===== config.mk =====
export PLATFORM = sky130hd
export DESIGN_NAME = hsv_region_color_classifier
export DESIGN_NICKNAME = d
export VERILOG_FILES = /design/src/rtl/hsvrcc_pkg.sv /design/src/rtl/hsv_region_color_classifier.sv
export VERILOG_INCLUDE_DIRS = /design/src /design/src/rtl
export SDC_FILE = /design/constraint.sdc
export NUM_CORES = 1
export LEC_CHECK = 0
export ABC_AREA = 1
export BUFFER_PORTS_ARGS = -buffer_cell sky130_fd_sc_hd__buf_4
export CORE_UTILIZATION = 55
export DETAILED_ROUTE_END_ITERATION = 12
export PLACE_DENSITY = 0.79
export SYNTH_ARGS = -nofsm -noshare
export SYNTH_HDL_FRONTEND = slang
export SYNTH_SLANG_ARGS = --single-unit

===== constraint.sdc =====
create_clock -name clock -period 9.75 [get_ports clock]
set_input_delay 1.95 -clock clock [delete_from_list [all_inputs] [get_ports clock]]
set_output_delay 1.95 -clock clock [all_outputs]
set_load 0.005 [all_outputs]

===== src/rtl/hsv_region_color_classifier_assert.svh =====
// Assertion macros shared by the HSV region color classifier RTL.
// The macros expect the including module to provide clock and reset.
`ifndef HSV_REGION_COLOR_CLASSIFIER_ASSERT_SVH
`define HSV_REGION_COLOR_CLASSIFIER_ASSERT_SVH

// Antecedent true implies consequent true in the same cycle.
`define HSVRCC_ASSERT_SAME(label, ante, cons) \
   label: assert property (@(posedge clock) disable iff (reset) (ante) |-> (cons)) \
      else $error("hsv classifier same-cycle check failed");

// Antecedent true implies consequent true in the next cycle.
`define HSVRCC_ASSERT_NEXT(label, ante, cons) \
   label: assert property (@(posedge clock) disable iff (reset) (ante) |=> (cons)) \
      else $error("hsv classifier next-cycle check failed");

`endif


===== src/rtl/hsvrcc_pkg.sv =====
// Package for the HSV region color classifier: color codes, pixel thresholds,
// hue band limits, register indexes and the hue band decoder. No dependencies.
package hsvrcc_pkg;

   typedef enum logic [2:0] {
      COLOR_RED    = 3'd0,
      COLOR_ORANGE = 3'd1,
      COLOR_YELLOW = 3'd2,
      COLOR_GREEN  = 3'd3,
      COLOR_BLUE   = 3'd4,
      COLOR_WHITE  = 3'd5
   } color_type;

   localparam int NUM_BANDS = 5;

   localparam logic [7:0] NONGRAY_MIN = 8'd80;
   localparam logic [7:0] WHITE_MIN   = 8'd160;

   localparam logic [7:0] RED_LOW_MAX   = 8'd3;
   localparam logic [7:0] ORANGE_MIN    = 8'd4;
   localparam logic [7:0] ORANGE_MAX    = 8'd18;
   localparam logic [7:0] YELLOW_MAX    = 8'd39;
   localparam logic [7:0] GREEN_MAX     = 8'd76;
   localparam logic [7:0] BLUE_MAX      = 8'd136;
   localparam logic [7:0] RED_HIGH_MIN  = 8'd171;
   localparam logic [7:0] HUE_MAX       = 8'd179;

   localparam logic REG_SAT_THRESH  = 1'b0;
   localparam logic REG_WHITE_RATIO = 1'b1;

   localparam logic [7:0]  SAT_THRESH_RESET  = 8'd0;
   localparam logic [15:0] WHITE_RATIO_RESET = 16'd32768;

   typedef logic [NUM_BANDS-1:0] band_hit_type;

   // One-hot band membership of a hue; all zero when the hue is in no band.
   function automatic band_hit_type band_of(input logic [7:0] hue);
      band_hit_type hit;
      hit = '0;
      hit[COLOR_RED]    = (hue <= RED_LOW_MAX) || (hue >= RED_HIGH_MIN && hue <= HUE_MAX);
      hit[COLOR_ORANGE] = (hue >= ORANGE_MIN) && (hue <= ORANGE_MAX);
      hit[COLOR_YELLOW] = (hue > ORANGE_MAX) && (hue <= YELLOW_MAX);
      hit[COLOR_GREEN]  = (hue > YELLOW_MAX) && (hue <= GREEN_MAX);
      hit[COLOR_BLUE]   = (hue > GREEN_MAX) && (hue <= BLUE_MAX);
      return hit;
   endfunction

endpackage


===== src/rtl/hsv_region_color_classifier.sv =====
// HSV region color classifier: one color beat on rsp_valid for each accepted
// pixel beat with last_pixel set; one pixel per cycle while not held by rsp_stall.
// The pipeline is input register, counter bank, product/argmax, compare.
// The whole pipeline holds while an output beat waits under rsp_stall.
// Reset (synchronous, active high) clears all counters and valid bits and
// restores saturation_threshold to 0 and white_ratio to 32768.
`include "hsv_region_color_classifier_assert.svh"

module hsv_region_color_classifier #(
   parameter int COUNT_BITS = 16
) (
   input  logic        clock,
   input  logic        reset,
   // Pixel channel.
   input  logic        req_valid,
   output logic        req_stall,
   input  logic [7:0]  req_hue,
   input  logic [7:0]  req_saturation,
   input  logic [7:0]  req_brightness,
   input  logic        req_last_pixel,
   // Result channel.
   output logic        rsp_valid,
   input  logic        rsp_stall,
   output logic [2:0]  rsp_color,
   // Register port.
   input  logic        psel,
   input  logic        penable,
   input  logic        pwrite,
   input  logic [2:0]  paddr,
   input  logic [31:0] pwdata,
   output logic [31:0] prdata,
   output logic        pready
);

   localparam int NB = hsvrcc_pkg::NUM_BANDS;
   localparam logic [COUNT_BITS-1:0] COUNT_MAX = '1;

   // Saturating increment shared by all counters.
   function automatic logic [COUNT_BITS-1:0] sat_inc(input logic [COUNT_BITS-1:0] v);
      return (v == COUNT_MAX) ? v : v + COUNT_BITS'(1);
   endfunction

   // ---------------------------------------------------------------------
   // Write these registers only while the block is idle; the block does not enforce it.
   // ---------------------------------------------------------------------
   logic [7:0]  sat_thresh_ff;
   logic [15:0] white_ratio_ff;
   logic        csr_write;

   assign pready    = 1'b1;
   assign csr_write = psel && penable && pwrite;

   always_ff @(posedge clock) begin
      if (reset) begin
         sat_thresh_ff  <= hsvrcc_pkg::SAT_THRESH_RESET;
         white_ratio_ff <= hsvrcc_pkg::WHITE_RATIO_RESET;
      end else if (csr_write) begin
         unique case (paddr[2])
            hsvrcc_pkg::REG_SAT_THRESH:  sat_thresh_ff  <= pwdata[7:0];
            hsvrcc_pkg::REG_WHITE_RATIO: white_ratio_ff <= pwdata[15:0];
            default: ;
         endcase
      end
   end

   always_comb begin
      unique case (paddr[2])
         hsvrcc_pkg::REG_SAT_THRESH:  prdata = {24'd0, sat_thresh_ff};
         hsvrcc_pkg::REG_WHITE_RATIO: prdata = {16'd0, white_ratio_ff};
         default:                     prdata = '0;
      endcase
   end

   // ---------------------------------------------------------------------
   // Flow control. Every stage moves together; the pipeline only holds when
   // a finished color beat sits in the output register and is stalled.
   // ---------------------------------------------------------------------
   logic rsp_valid_ff;
   logic advance;

   assign advance   = !(rsp_valid_ff && rsp_stall);
   assign req_stall = !advance;

   // ---------------------------------------------------------------------
   // Stage 0: registered pixel.
   // ---------------------------------------------------------------------
   logic       pix_valid_ff;
   logic [7:0] pix_hue_ff;
   logic [7:0] pix_sat_ff;
   logic [7:0] pix_bright_ff;
   logic       pix_last_ff;

   always_ff @(posedge clock) begin
      if (reset) begin
         pix_valid_ff <= 1'b0;
      end else if (advance) begin
         pix_valid_ff <= req_valid;
      end
   end

   always_ff @(posedge clock) begin
      if (advance && req_valid) begin
         pix_hue_ff    <= req_hue;
         pix_sat_ff    <= req_saturation;
         pix_bright_ff <= req_brightness;
         pix_last_ff   <= req_last_pixel;
      end
   end

   // ---------------------------------------------------------------------
   // Stage 1: counter bank. The counters fold in the registered pixel; on
   // the last pixel of a region the updated totals move to a snapshot and
   // the counters restart from zero, so the next region can follow at once.
   // ---------------------------------------------------------------------
   logic                      is_nongray;
   logic                      is_white;
   hsvrcc_pkg::band_hit_type  band_hit;

   logic [COUNT_BITS-1:0] nongray_ff, nongray_in;
   logic [COUNT_BITS-1:0] white_ff, white_in;
   logic [COUNT_BITS-1:0] band_ff [NB];
   logic [COUNT_BITS-1:0] band_in [NB];

   logic                  snap_valid_ff;
   logic [COUNT_BITS-1:0] snap_nongray_ff;
   logic [COUNT_BITS-1:0] snap_white_ff;
   logic [COUNT_BITS-1:0] snap_band_ff [NB];

   assign is_nongray = pix_bright_ff > hsvrcc_pkg::NONGRAY_MIN;
   assign is_white   = (pix_sat_ff <= sat_thresh_ff) && (pix_bright_ff > hsvrcc_pkg::WHITE_MIN);
   assign band_hit   = hsvrcc_pkg::band_of(pix_hue_ff);

   always_comb begin
      nongray_in = is_nongray ? sat_inc(nongray_ff) : nongray_ff;
      white_in   = is_white ? sat_inc(white_ff) : white_ff;
      for (int i = 0; i < NB; i++) begin
         band_in[i] = (is_nongray && band_hit[i]) ? sat_inc(band_ff[i]) : band_ff[i];
      end
   end

   always_ff @(posedge clock) begin
      if (reset) begin
         nongray_ff    <= '0;
         white_ff      <= '0;
         snap_valid_ff <= 1'b0;
         for (int i = 0; i < NB; i++) begin
            band_ff[i] <= '0;
         end
      end else if (advance) begin
         snap_valid_ff <= pix_valid_ff && pix_last_ff;
         if (pix_valid_ff) begin
            if (pix_last_ff) begin
               nongray_ff <= '0;
               white_ff   <= '0;
               for (int i = 0; i < NB; i++) begin
                  band_ff[i] <= '0;
               end
            end else begin
               nongray_ff <= nongray_in;
               white_ff   <= white_in;
               for (int i = 0; i < NB; i++) begin
                  band_ff[i] <= band_in[i];
               end
            end
         end
      end
   end

   always_ff @(posedge clock) begin
      if (advance && pix_valid_ff && pix_last_ff) begin
         snap_nongray_ff <= nongray_in;
         snap_white_ff   <= white_in;
         for (int i = 0; i < NB; i++) begin
            snap_band_ff[i] <= band_in[i];
         end
      end
   end

   // ---------------------------------------------------------------------
   // Stage 2: white_ratio * nongray_count product and the band argmax.
   // A later band wins only on strictly more evidence, so ties keep the
   // lowest color code and an empty region reports red.
   // ---------------------------------------------------------------------
   logic                      dec_valid_ff;
   logic [COUNT_BITS+15:0]    ratio_prod_ff, ratio_prod_in;
   logic [COUNT_BITS-1:0]     dec_white_ff;
   hsvrcc_pkg::color_type     best_color_ff, best_color_in;
   logic [COUNT_BITS-1:0]     best_count;

   assign ratio_prod_in = {{COUNT_BITS{1'b0}}, white_ratio_ff} * {16'd0, snap_nongray_ff};

   always_comb begin
      best_count    = snap_band_ff[0];
      best_color_in = hsvrcc_pkg::COLOR_RED;
      for (int i = 1; i < NB; i++) begin
         if (snap_band_ff[i] > best_count) begin
            best_count    = snap_band_ff[i];
            best_color_in = hsvrcc_pkg::color_type'(3'(i));
         end
      end
   end

   always_ff @(posedge clock) begin
      if (reset) begin
         dec_valid_ff <= 1'b0;
      end else if (advance) begin
         dec_valid_ff <= snap_valid_ff;
      end
   end

   always_ff @(posedge clock) begin
      if (advance && snap_valid_ff) begin
         ratio_prod_ff <= ratio_prod_in;
         dec_white_ff  <= snap_white_ff;
         best_color_ff <= best_color_in;
      end
   end

   // ---------------------------------------------------------------------
   // Stage 3: white test and output register. white_count * 65536 is the
   // count shifted up by 16 bits; with no non-gray pixels the white count
   // is also zero, so the test is false as required.
   // ---------------------------------------------------------------------
   logic [COUNT_BITS+15:0] white_scaled;
   hsvrcc_pkg::color_type  rsp_color_ff, rsp_color_in;

   assign white_scaled = {dec_white_ff, 16'd0};
   assign rsp_color_in = (white_scaled > ratio_prod_ff) ? hsvrcc_pkg::COLOR_WHITE
                                                        : best_color_ff;

   always_ff @(posedge clock) begin
      if (reset) begin
         rsp_valid_ff <= 1'b0;
      end else if (advance) begin
         rsp_valid_ff <= dec_valid_ff;
      end
   end

   always_ff @(posedge clock) begin
      if (advance && dec_valid_ff) begin
         rsp_color_ff <= rsp_color_in;
      end
   end

   assign rsp_valid = rsp_valid_ff;
   assign rsp_color = rsp_color_ff;

   // ---------------------------------------------------------------------
   // Assertions.
   // ---------------------------------------------------------------------
   // A white pixel is always bright enough to be non-gray, and both saturate
   // at the same ceiling, so the white count can never pass the other.
   `HSVRCC_ASSERT_SAME(a_white_le_nongray, 1'b1, white_ff <= nongray_ff)
   // Band evidence only comes from non-gray pixels.
   `HSVRCC_ASSERT_SAME(a_band0_le_nongray, 1'b1, band_ff[0] <= nongray_ff)
   `HSVRCC_ASSERT_SAME(a_band4_le_nongray, 1'b1, band_ff[4] <= nongray_ff)
   // Counters restart after the last pixel of a region is folded in.
   `HSVRCC_ASSERT_NEXT(a_clear_on_last, advance && pix_valid_ff && pix_last_ff,
                       nongray_ff == '0 && white_ff == '0)
   // A taken color beat is not shown again unless a new one was ready.
   `HSVRCC_ASSERT_NEXT(a_no_repeat, rsp_valid_ff && !rsp_stall && !dec_valid_ff,
                       !rsp_valid_ff)

endmodule


==> After elaboration in Yosys (flattened, before gate mapping) <==
Memory sizes are Yosys's and may differ from the RTL's.
Cells that the tools add are included.
{ "word_totals": {"register_bits": 171, "mem_bits_rw": 160, "out_inout_bits": 38, "mem_count": 2} }
{ "mem_list": {"columns": ["name", "depth", "word_bits", "read_ports", "rd_ports_with_merged_regs", "write_ports", "line", "rtl"], "rows": [
  ["band_ff", 5, 16, 5, 0, 5, "hsv_region_color_classifier.sv:121", "logic [COUNT_BITS-1:0] band_ff [NB];"],
  ["snap_band_ff", 5, 16, 5, 0, 5, "hsv_region_color_classifier.sv:127", "logic [COUNT_BITS-1:0] snap_band_ff [NB];"]
]} }
{ "classes": {"add_sub_neg": 7, "n_mul": 1, "order_cmp": 19, "eq_ne": 7, "mux": 47, "n_bitwise": 12, "reduce_logical": 25} }
{ "ops": {"columns": ["operator", "n"], "rows": [
  ["$mux W16", 29],
  ["$add A16 B1 Y16 const B", 7],
  ["$eq A16 B16 Y1 const B", 7],
  ["$gt A16 B16 Y1", 4],
  ["$pmux W32 S2", 1],
  ["$gt A32 B32 Y1", 1],
  ["$mul A16 B16 Y32", 1],
  ["$logic_and A1 B1 Y1", 20],
  ["$gt A8 B7 Y1 const B", 2],
  ["$le A8 B8 Y1 const B", 2],
  ["$mux W1", 15],
  ["$or A1 B1 Y1", 10],
  ["$ge A8 B3 Y1 const B", 1],
  ["$ge A8 B8 Y1 const B", 1],
  ["$gt A8 B5 Y1 const B", 1],
  ["$gt A8 B6 Y1 const B", 1],
  ["$gt A8 B8 Y1 const B", 1],
  ["$le A8 B2 Y1 const B", 1],
  ["$le A8 B5 Y1 const B", 1],
  ["$le A8 B6 Y1 const B", 1],
  ["$le A8 B7 Y1 const B", 1],
  ["$le A8 B8 Y1", 1],
  ["$mux W3", 2],
  ["$reduce_and A2 Y1", 3],
  ["other kinds (3)", 4]
]} }

==> Depth between registers and ports, before layout <==
An unclocked memory read counts as a cell.
{ "logic_depth": {"depth_word": 8, "mapped_depth": 49, "mapped_depth_nobuf": 46} }

==> Worst setup path before layout <==
OpenSTA, ideal clock, no wires.
{ "synth_path": {"path_type": "in2reg", "start": "in rsp_stall", "end": "mem snap_band_ff[0][0] (enable)", "arrival_ns": 6.880, "t_required_ns": 9.164, "slack_ns": 2.285, "cell_stages": 3, "path_buffers": 0, "cell_sequence": "nand2_1 -> inv_1 -> nor2_1"} }
{ "synth_rtl": {"columns": ["item", "line", "rtl"], "rows": [
  ["start: declaration", "hsv_region_color_classifier.sv:23", "input logic rsp_stall,"],
  ["end: declaration", "hsv_region_color_classifier.sv:127", null]
]} }

==> flow_summary_export.csv <==
group,metric,value,unit
timing,finalHoldWorstSlack,0.4187,ns
synthesis,synth_top_area_share,31.84,%
job,cap_violations,0,
pwr,power.density,128.9,nW/µm²
global_routing,grt_pass1_vias,19865,
global_routing,grt_max_degree,82,
synthesis,yosysMostFrequentCell,"inv_1",
floorplanning,start_util,56.09,%
routing,routed_wl,55990,µm
clock_tree,clk_pin_slew,0.06,ns
critical_path,start_kind,"flip-flop",
place,place_inst,3470,
critical_path,cp-end-kind,"flip-flop",
global_routing,gr-total-overflow,0,
place,io_buffer_count,69,
clock_tree,cts_tree,"built",
critical_path,r2r_cells,36,
floorplanning,num_rows,78,
timing,slew_violations,0,
cells_and_area,num_antenna_cells,0,
clock_tree,cts_setup_buffers,0,
critical_path,critPathBufInv,2,
timing,tightest_slew,1.087,ns
floorplanning,dieArea,47340,µm²
cells_and_area,nFillCells,3660,
synthesis,synth_common_cells,"inv_1 (613), nand2_1 (588), edfxtp_1 (271), ha_1 (198), nor2_1 (197)",
place,dpl.hpwl,42050,µm
hold_path,hp-start,"snap_white_ff[5]",
critical_path,cp_top_family,"simple AND/OR/NAND/NOR gates",
critical_path,critPathRequiredTime,10.10,ns
place,globalplace.congestion,0.9030,
timing,fin_crit,8.273,ns
critical_path,path_max_fanout,33,
synthesis,yosysUniqueCellTypes,63,
timing,rsz0062_at_grt,"no",
routing,drt.antenna.violating_nets,0,
pwr,ir_worst_vdd,0.1264,mV
routing,wl_per_cell,15.84,µm
critical_path,worstSetupPathType,"flip-flop to flip-flop",
cells_and_area,multi_input_area,13450,µm²
timing,relSlewSlack,27.54,%
timing,fin_crit_sh,84.85,%
synthesis,syn_inst,2890,
clock_tree,htreeDepth,2,
global_routing,antenna_found_initial,0,
timing,finClkSkew,0.01253,ns
synthesis,yosysTopAreaCell,"edfxtp_1",
global_routing,grt_first_pass_wirelength,94010,µm
critical_path,worst_path_max_delay_cell,"o21ai_0",
synthesis,synth_edf_count,271,
routing,routed_via_density,5.344,
timing,setup_viol,0,
floorplanning,die_h,217.6,µm
routing,drt-initial-drc-count,1350,
hold_path,min_to,"dec_white_ff[5]",
synthesis,synth.area.top_cells,"edfxtp_1 (32%), fa_1 (15%), ha_1 (9.7%)",
floorplanning,core_area,45580,µm²
timing,final-hold-violation-count,0,
timing,timing.fmax,0.1209,GHz
cells_and_area,ff_latch_area,9339,µm²
clock_tree,numCtsBuffers,36,
routing,post-route-drc-count,0,
synthesis,syn_area_per_cell,8.845,µm²
clock_tree,clock-root-buffer,"clkbuf_16",
clock_tree,cts.sink_count,331,
critical_path,slowest_delay,0.62,ns
cells_and_area,area_growth,8.091,%
critical_path,worst_path_most_repeated_cell,"nand2_1",
status,outcome,"completed",
critical_path,rr_startpoint,"snap_band_ff[0][27]",
cells_and_area,fin_cells,3535,
clock_tree,max-clock-path-buffers,3,
critical_path,arrival,8.63,ns
hold_path,min_path_type,"flip-flop to flip-flop",
clock_tree,cts_hold_buffers,0,
global_routing,grt_use_total,24.63,%
cells_and_area,final_layout_size_suffix_gt1_share,6.746,%
floorplanning,die_w,217.6,µm
critical_path,rrSetupSlack,1.48,ns
synthesis,yosys_warnings,0,
synthesis,yosysSeqAreaShare,36.53,%
hold_path,worstHoldPathCells,0,
cells_and_area,final_nets,3367,
clock_tree,ctsResizeCount,0,
synthesis,synthesis.area,25560,µm²
timing,setup_tns,0,ns
critical_path,rr_endpoint,"best_color_ff[0]",
clock_tree,clock_latency,0.53,ns
routing,via_count,18892,
synthesis,ys.flop_type,"edfxtp_1",
pwr,leakagePower,0.01331,µW
synthesis,ys_seq_elements,331,
synthesis,synthArstFlopShare,0,%
floorplanning,ios,105,
routing,firstDrtPassIters,6,
per-stage QoR:
stage	util (%)	setup slack [ns]	instance area, µm²	power (µW)
after global placement	58.05	1.872	26460	2209
final	60.62	1.477	27630	3562
after detailed placement	58.05	1.703	26460	2233
after floorplan	-	2.285	25620	2078
after CTS	60.62	1.554	27630	3586
after global routing	60.62	0.7243	27630	3734
sequential cells by signal, indices dropped and copies added, names as in the netlist, 8 cells and up:
| name | cells |
|---|---|
| pix_hue_ff | 8 |
| pix_bright_ff | 8 |
| band_ff | 80 |
| snap_band_ff | 80 |
| pix_sat_ff | 8 |
| snap_white_ff | 16 |
| nongray_ff | 16 |
| white_ratio_ff | 16 |
| dec_white_ff | 16 |
| sat_thresh_ff | 8 |
| ratio_prod_ff | 32 |
| white_ff | 16 |
| snap_nongray_ff | 16 |
metal layers:
metal	vias up	part of all wire (%)	global-route usage, %
li1	9079	-	-
met1	9112	39	28.30
met2	551	53	45.79
met3	150	5.1	3.529
met4	0	3.5	9.648
met5	-	0	0
cell families after synthesis:
kind of cell	synth area share, %
and+or+nand+nor	17.75
buffers and inverters	11.14
adders and majority gates	24.88
DFF	36.53
AOI/OAI and AO/OA	5.835
xor gates and xnor gates	3.828
other	0.02938
area by class of cell:
cell class                 count  share of cell area (%)
sequential                   331                   33.80
inverter                     621                   8.450
multi-input combinational   1840                   48.68
tap                          600                   2.717
clock inverter                17                  0.6611
clock buffer                  48                   3.577
timing repair buffer          78                   2.119
layout by cell type (no fill, tap or decap), drive strengths merged, types with 3 or more instances in the layout:
cell and count:
inv 619, nand2 600, edfxtp 271, nor2 206, ha 198, fa 194
a21oi 121, nand3 110, o21ai 86, xor2 85, buf 78, dfxtp 60
clkbuf 48, nor3 46, and2 26, xnor2 25, nand4 24, or2 22
conb 17, nor4 14, clkinv 13, a31oi 11, a211oi 9, o22ai 8
o21a 6, nand3b 4, a21boi 4, o211ai 3, o221ai 3, o31ai 3
bufinv 3, clkinvlp 3
power breakdown:
part,switching (µW),total [µW],internal [µW]
clock network,555,1350,798
logic,357,566,209
registers,51.1,1640,1590
total,963,3560,2600
how the worst max path moves through the flow:
stage | start | endpoint | slack [ns] | cells after the start
2_1_floorplan | rsp_stall | snap_band_ff[0][0] | 2.28 | 3
3_3_place_gp | snap_band_ff[0][27] | best_color_ff[0] | 1.87 | 36
3_5_place_dp | snap_band_ff[0][27] | best_color_ff[0] | 1.70 | 36
4_1_cts | snap_band_ff[0][27] | best_color_ff[0] | 1.55 | 36
5_1_grt | snap_band_ff[0][27] | best_color_ff[0] | 0.72 | 36
6_report | snap_band_ff[0][27] | best_color_ff[0] | 1.48 | 36
worst reg2reg max path, delay by kind of cell (launching register included):
kind                       cells  cell delay [ns]
AOI/OAI and AO/OA             13             3.10
adders and majority gates      4             1.21
buffers and inverters          2             0.17
DFF                            1             0.40
and+or+nand+nor               17             3.24
Note: power is estimated with default switching activity, not from simulation.
